==> src/design/dpu_pkg.sv <==
// ----------------------------------------------------------------------------
// dpu_pkg
// Shared types and constants of the dirty page display updater.
// ----------------------------------------------------------------------------
package dpu_pkg;

	typedef enum logic [1:0] {
		KIND_CMD  = 2'd0,
		KIND_CTRL = 2'd1,
		KIND_DATA = 2'd2
	} dpu_kind_t;

	localparam logic [7:0] CMD_PAGE_BASE = 8'hB0;
	localparam logic [7:0] CMD_COL_HI    = 8'h10;
	localparam logic [7:0] CMD_PAD       = 8'h00;
	localparam logic [7:0] CTRL_DATA     = 8'h40;
	localparam logic [3:0] CMD_LEN       = 4'd4;
	localparam logic [3:0] CTRL_LEN      = 4'd1;
	localparam logic [3:0] CHUNK_LEN     = 4'd8;

	typedef struct packed {
		logic clear;
		logic take;
		logic update;
		logic out_cmd;
		logic out_ctrl;
		logic rd_first;
		logic out_data;
	} dpu_cmd_t;

	typedef struct packed {
		logic clear_done;
		logic page_ready;
		logic slot_free;
		logic last_word;
	} dpu_stat_t;

endpackage

==> src/design/dpu_ctrl.sv <==
// ----------------------------------------------------------------------------
// dpu_ctrl
// Sequencer: shadow clear, byte lookup/update, page update run emission.
// ----------------------------------------------------------------------------
module dpu_ctrl (
	input  logic                clk,
	input  logic                arst_n,
	input  logic                in_valid,
	output logic                in_ready,
	input  dpu_pkg::dpu_stat_t  stat,
	output dpu_pkg::dpu_cmd_t   cmd
);

	typedef enum logic [2:0] {
		ST_CLEAR,
		ST_IDLE,
		ST_CMP,
		ST_CMD,
		ST_CTRL,
		ST_DATA
	} state_t;

	state_t state_q;
	logic   ready_q;

	always_comb begin
		cmd = '0;
		unique case (state_q)
			ST_CLEAR: cmd.clear = 1'b1;
			ST_IDLE:  cmd.take = in_valid;
			ST_CMP:   cmd.update = 1'b1;
			ST_CMD:   cmd.out_cmd = stat.slot_free;
			ST_CTRL: begin
				cmd.rd_first = 1'b1;
				cmd.out_ctrl = stat.slot_free;
			end
			ST_DATA:  cmd.out_data = stat.slot_free;
			default:  cmd = '0;
		endcase
	end

	always_ff @(posedge clk or negedge arst_n) begin
		if (!arst_n) begin
			state_q <= ST_CLEAR;
			ready_q <= 1'b0;
		end else begin
			unique case (state_q)
				ST_CLEAR: begin
					if (stat.clear_done) begin
						state_q <= ST_IDLE;
						ready_q <= 1'b1;
					end
				end
				ST_IDLE: begin
					if (in_valid) begin
						state_q <= ST_CMP;
						ready_q <= 1'b0;
					end
				end
				ST_CMP: begin
					if (stat.page_ready) begin
						state_q <= ST_CMD;
					end else begin
						state_q <= ST_IDLE;
						ready_q <= 1'b1;
					end
				end
				ST_CMD: begin
					if (stat.slot_free) begin
						state_q <= ST_CTRL;
					end
				end
				ST_CTRL: begin
					if (stat.slot_free) begin
						state_q <= ST_DATA;
					end
				end
				ST_DATA: begin
					if (stat.slot_free && stat.last_word) begin
						state_q <= ST_IDLE;
						ready_q <= 1'b1;
					end
				end
				default: begin
					state_q <= ST_IDLE;
					ready_q <= 1'b1;
				end
			endcase
		end
	end

	assign in_ready = ready_q;

endmodule

==> config.mk <==
export PLATFORM = sky130hd
export DESIGN_NAME = dpu_ctrl
export DESIGN_NICKNAME = d
export VERILOG_FILES = /design/src/design/dpu_pkg.sv /design/src/design/dpu_ctrl.sv
export SDC_FILE = /design/constraint.sdc
export NUM_CORES = 1
export LEC_CHECK = 0
export ABC_AREA = 0
export BUFFER_PORTS_ARGS = -buffer_cell sky130_fd_sc_hd__buf_2
export CAP_MARGIN = 25
export CORE_AREA = 2 2 39 41
export DETAILED_ROUTE_END_ITERATION = 8
export DIE_AREA = 0 0 41 43
export PLACE_DENSITY = 0.46
export SETUP_SLACK_MARGIN = 0.5
export SLEW_MARGIN = 20
export SYNTH_ARGS = -nofsm -noshare
export SYNTH_HDL_FRONTEND = slang
export SYNTH_SLANG_ARGS = --single-unit
==> constraint.sdc <==
create_clock -name clk -period 4.25 [get_ports clk]
set_input_delay 0.85 -clock clk [delete_from_list [all_inputs] [get_ports clk]]
set_output_delay 0.85 -clock clk [all_outputs]
set_load 0.03 [all_outputs]
Yosys cells after proc, flatten, opt, wreduce, memory -nomap -nowiden
Cells that the tools add are included.

Equality and inequality tests: 11. Mux-type cells: 18. Bitwise logic cells: 1. Reductions and logical operators: 5.

Operators with widths (count): $pmux W3 S6 (1); $mux W3 (5); $ne A2 B2 Y1 const B (6); $reduce_and A5 Y1 (2); $mux W1 (9); $eq A3 B2 Y1 const B (2); $eq A3 B3 Y1 const B (2); $pmux W1 S5 (1); $mux W2 (2); $eq A3 B1 Y1 const B (1); $logic_not A3 Y1 (1); $reduce_or A2 Y1 (1); $logic_and A1 B1 Y1 (1); $not A1 Y1 (1).

Register bits after elaboration: 4. Output and inout bits: 8. Word-level logic and storage cells: 37.

Longest topological paths before layout
Word-level depth: 4. Gate-level depth with buffers: 5.

Worst setup path after synthesis
No wires, ideal clock.

Path type: in2out. Start point: input port stat[1] (netlist bit). End point: output port cmd[2] (netlist bit). Data arrival time: 1.569 ns. Setup slack: 1.831 ns. Stages on the path: 2. Cell sequence: inv_1 > nor3_1.

RTL lines: start, declared (RTL line dpu_ctrl.sv:10) `input dpu_pkg::dpu_stat_t stat,`; end, declared (RTL line dpu_ctrl.sv:11) `output dpu_pkg::dpu_cmd_t cmd`.

==> results.cfg <==
[status]
run_status = finished clean

[drt]
ant_nets = 0
drt_wl_total_um = 721
dr_total_vias = 313
wire_per_inst_um = 10.8
drc = 0
via_per_inst = 4.67
drt_iter0_drc = 2
dr.pass1.iters = 2

[global_route]
antenna_found_initial = 0
grt_pass1_vias = 281
grt_pass1_wl_mm = 1.19
grt_max_degree = 14
track_usage_pct = 10.3
gr-total-overflow = 0

[synthesis]
synth_simple_gate_area_share_pct = 35.3
yosysUniqueCellTypes = 22
synth_ff_type = dfrtp_1
seq_area_frac_synth_pct = 30.1
syn_inst = 37
yosys.area.top_type = dfrtp_1
synth_xor_area_share_pct = 0
yosys-top-cells-count = 4 x dfrtp_1, 4 x nor2_1, 3 x a21oi_1, 3 x buf_6
synth_edf_count = 0
synth_compound_area_share_pct = 18.8
yosys_warnings = 0
synth_nets = 44
synth_fa_ha_area_share_pct = 0
synth_top_area_share_pct = 30.1
synthTopCellsByArea = dfrtp_1 30%, buf_6 10%, a21oi_1 4.5%
async_reset_ff_share_pct = 100
synthMuxAreaShare_pct = 4.51
syn_avg_cell_area_um2 = 9.00
ys_ff_latch = 4
synth_top_family_by_area = simple AND/OR/NAND/NOR gates
netlist_area_um2 = 333

[place]
post-place-ws_ps = 1920
hpwl_um = 554
io_buffers = 14
place.gp.congestion = 0.734
dpl-instance-area_um2 = 389

[cells_and_area]
area_growth_pct = 23.7
drive_above_1_share_pct = 45.1
final_nets = 60
design_area_um2 = 412
diodes = 0

[setup_path]
start_kind = input port
max_stage_delay_ps = 200
crit_chain = buf_2 > nor2b_1 > nor2b_1 > buf_2
critPathSlowestCell = nor2b_1
crit_end = cmd[5]
cp_max_fo = 3
r2r_start = state_q[0]
cp.arrival_ps = 1480
critPathCaptureType = primary output
worstSetupPathType = input port to primary output
r2r_cells = 4
crit_family = simple AND/OR/NAND/NOR gates
r2r-end = state_q[0]
path_buf_inv = 2
crit_required_ps = 3400
crit_cells = 4
critPathLaunch = in_valid
ff2ff_setup_slack_ps = 2730

[sta]
setup_ws_ps = 1920
period_needed_ps = 2330
final_hold_viol_count = 0
rsz0062_at_grt = no
setup_viol = 0
maxSlewViolCount = 0
tightest_slew_ps = 462
post-route-period-util_pct = 54.9
max_freq_mhz = 429
slew-limit-headroom_pct = 69.2
finClkSkew_ps = 2.37
tns_ps = 0

[clock_tree]
h-tree-depth = 1
holdBufCountCts = 0
cts_buffer_depth = 2
tritoncts = done
cts_buffers = 3
root_buffer = clkbuf_4
clock-sinks = 4
cts.reportedPaths.clkPinSlew_ps = 40
clk_latency_ps = 230
post_cts_buffers = 0
cts_resized = 0

[worst_hold_path]
worst_hold_path_type = input port to asynchronous set/reset pin

[die]
floorplan.initialDensity_pct = 24.1
dieArea_um2 = 1760
placementRows = 14
die_h_um = 43
die_w_um = 41
core_um2 = 1380
pin_count = 15

[power_and_ir_drop]
ir_worst_vdd_mv = 0.195
power.leakage_nw = 0.201
power.total_mw = 0.318
power_density_nw_per_um2 = 772

[job]
cap_viol_max_count = 0
-- cell usage in the layout, fill, tap and decap left out --
cell,Yosys,layout
nand2b_4,1,1
dfrtp_1,4,4
o32a_1,1,1
and3_4,1,1
a211oi_1,1,1
nand2_1,2,2
o22ai_1,1,1
nor2_1,4,4
nand3_1,1,1
nor2_2,1,1
nor3b_1,1,1
a21oi_1,3,3
buf_2,0,14
nor2b_1,2,2
or3_1,1,1
mux2_4,1,1
clkbuf_4,0,3
nor3_1,2,2
nand2b_1,2,2
inv_1,1,1
o21ai_2,1,1
nand3_2,1,1
o21bai_1,2,2
-- where the power goes --
part	leakage (nW)	switching [mW]	internal [mW]	total [mW]
Combinational	0.140	0.0953	0.0771	0.172
Clock	0.0138	0.0146	0.0315	0.0461
Sequential	0.0475	0.0434	0.0557	0.0991
-- layout make-up --
type | count | area (µm²)
Inverter | 1 | 3.75
Fill cell | 147 | 972
Sequential cell | 4 | 100
Clock buffer | 3 | 22.5
Multi-Input combinational cell | 29 | 195
Tap cell | 16 | 20.0
Timing Repair Buffer | 14 | 70.1
-- sequential cells by signal, summed over array words and instances (netlist names) --
| signal | count |
|---|---|
| state_q | 3 |
| in_ready | 1 |
-- through the flow --
| step | hold slack (ps) | instances | util [%] |
|---|---|---|---|
| after floorplan | 516 | 37 | - |
| after global placement | 573 | 64 | 28.1 |
| after detailed placement | 570 | 64 | 28.1 |
| after CTS | 412 | 67 | 29.7 |
| after global routing | 413 | 67 | 29.7 |
| final | 412 | 67 | 29.7 |
-- kinds of logic (layout without fill, tap and decap cells) --
kind of cell | count (synthesis) | count (layout)
mux | 1 | 1
compound gates | 9 | 9
flops | 4 | 4
buf+inv | 4 | 18
simple gates | 19 | 19
-- worst min path at each step --
stage / from / slack [ps] / cells past startpoint / endpoint
2_1_floorplan: state_q[2] / 520 / 2 / state_q[1]
5_1_grt: arst_n / 410 / 1 / state_q[0]
3_5_place_dp: in_ready / 570 / 1 / in_ready
3_3_place_gp: in_ready / 570 / 1 / in_ready
4_1_cts: arst_n / 410 / 1 / state_q[2]
6_report: arst_n / 410 / 1 / state_q[2]
-- routing by layer --
| metal | up-vias | track usage (%) | routed length (µm) |
|---|---|---|---|
| met3 | 2 | 4.71 | 32 |
| met5 | - | 0 | 0 |
| met1 | 144 | 12.1 | 324 |
| met2 | 8 | 14.7 | 354 |
| met4 | 0 | 6.00 | 11 |
| li1 | 159 | - | - |
No activity file was read; power rests on OpenSTA's default activity.
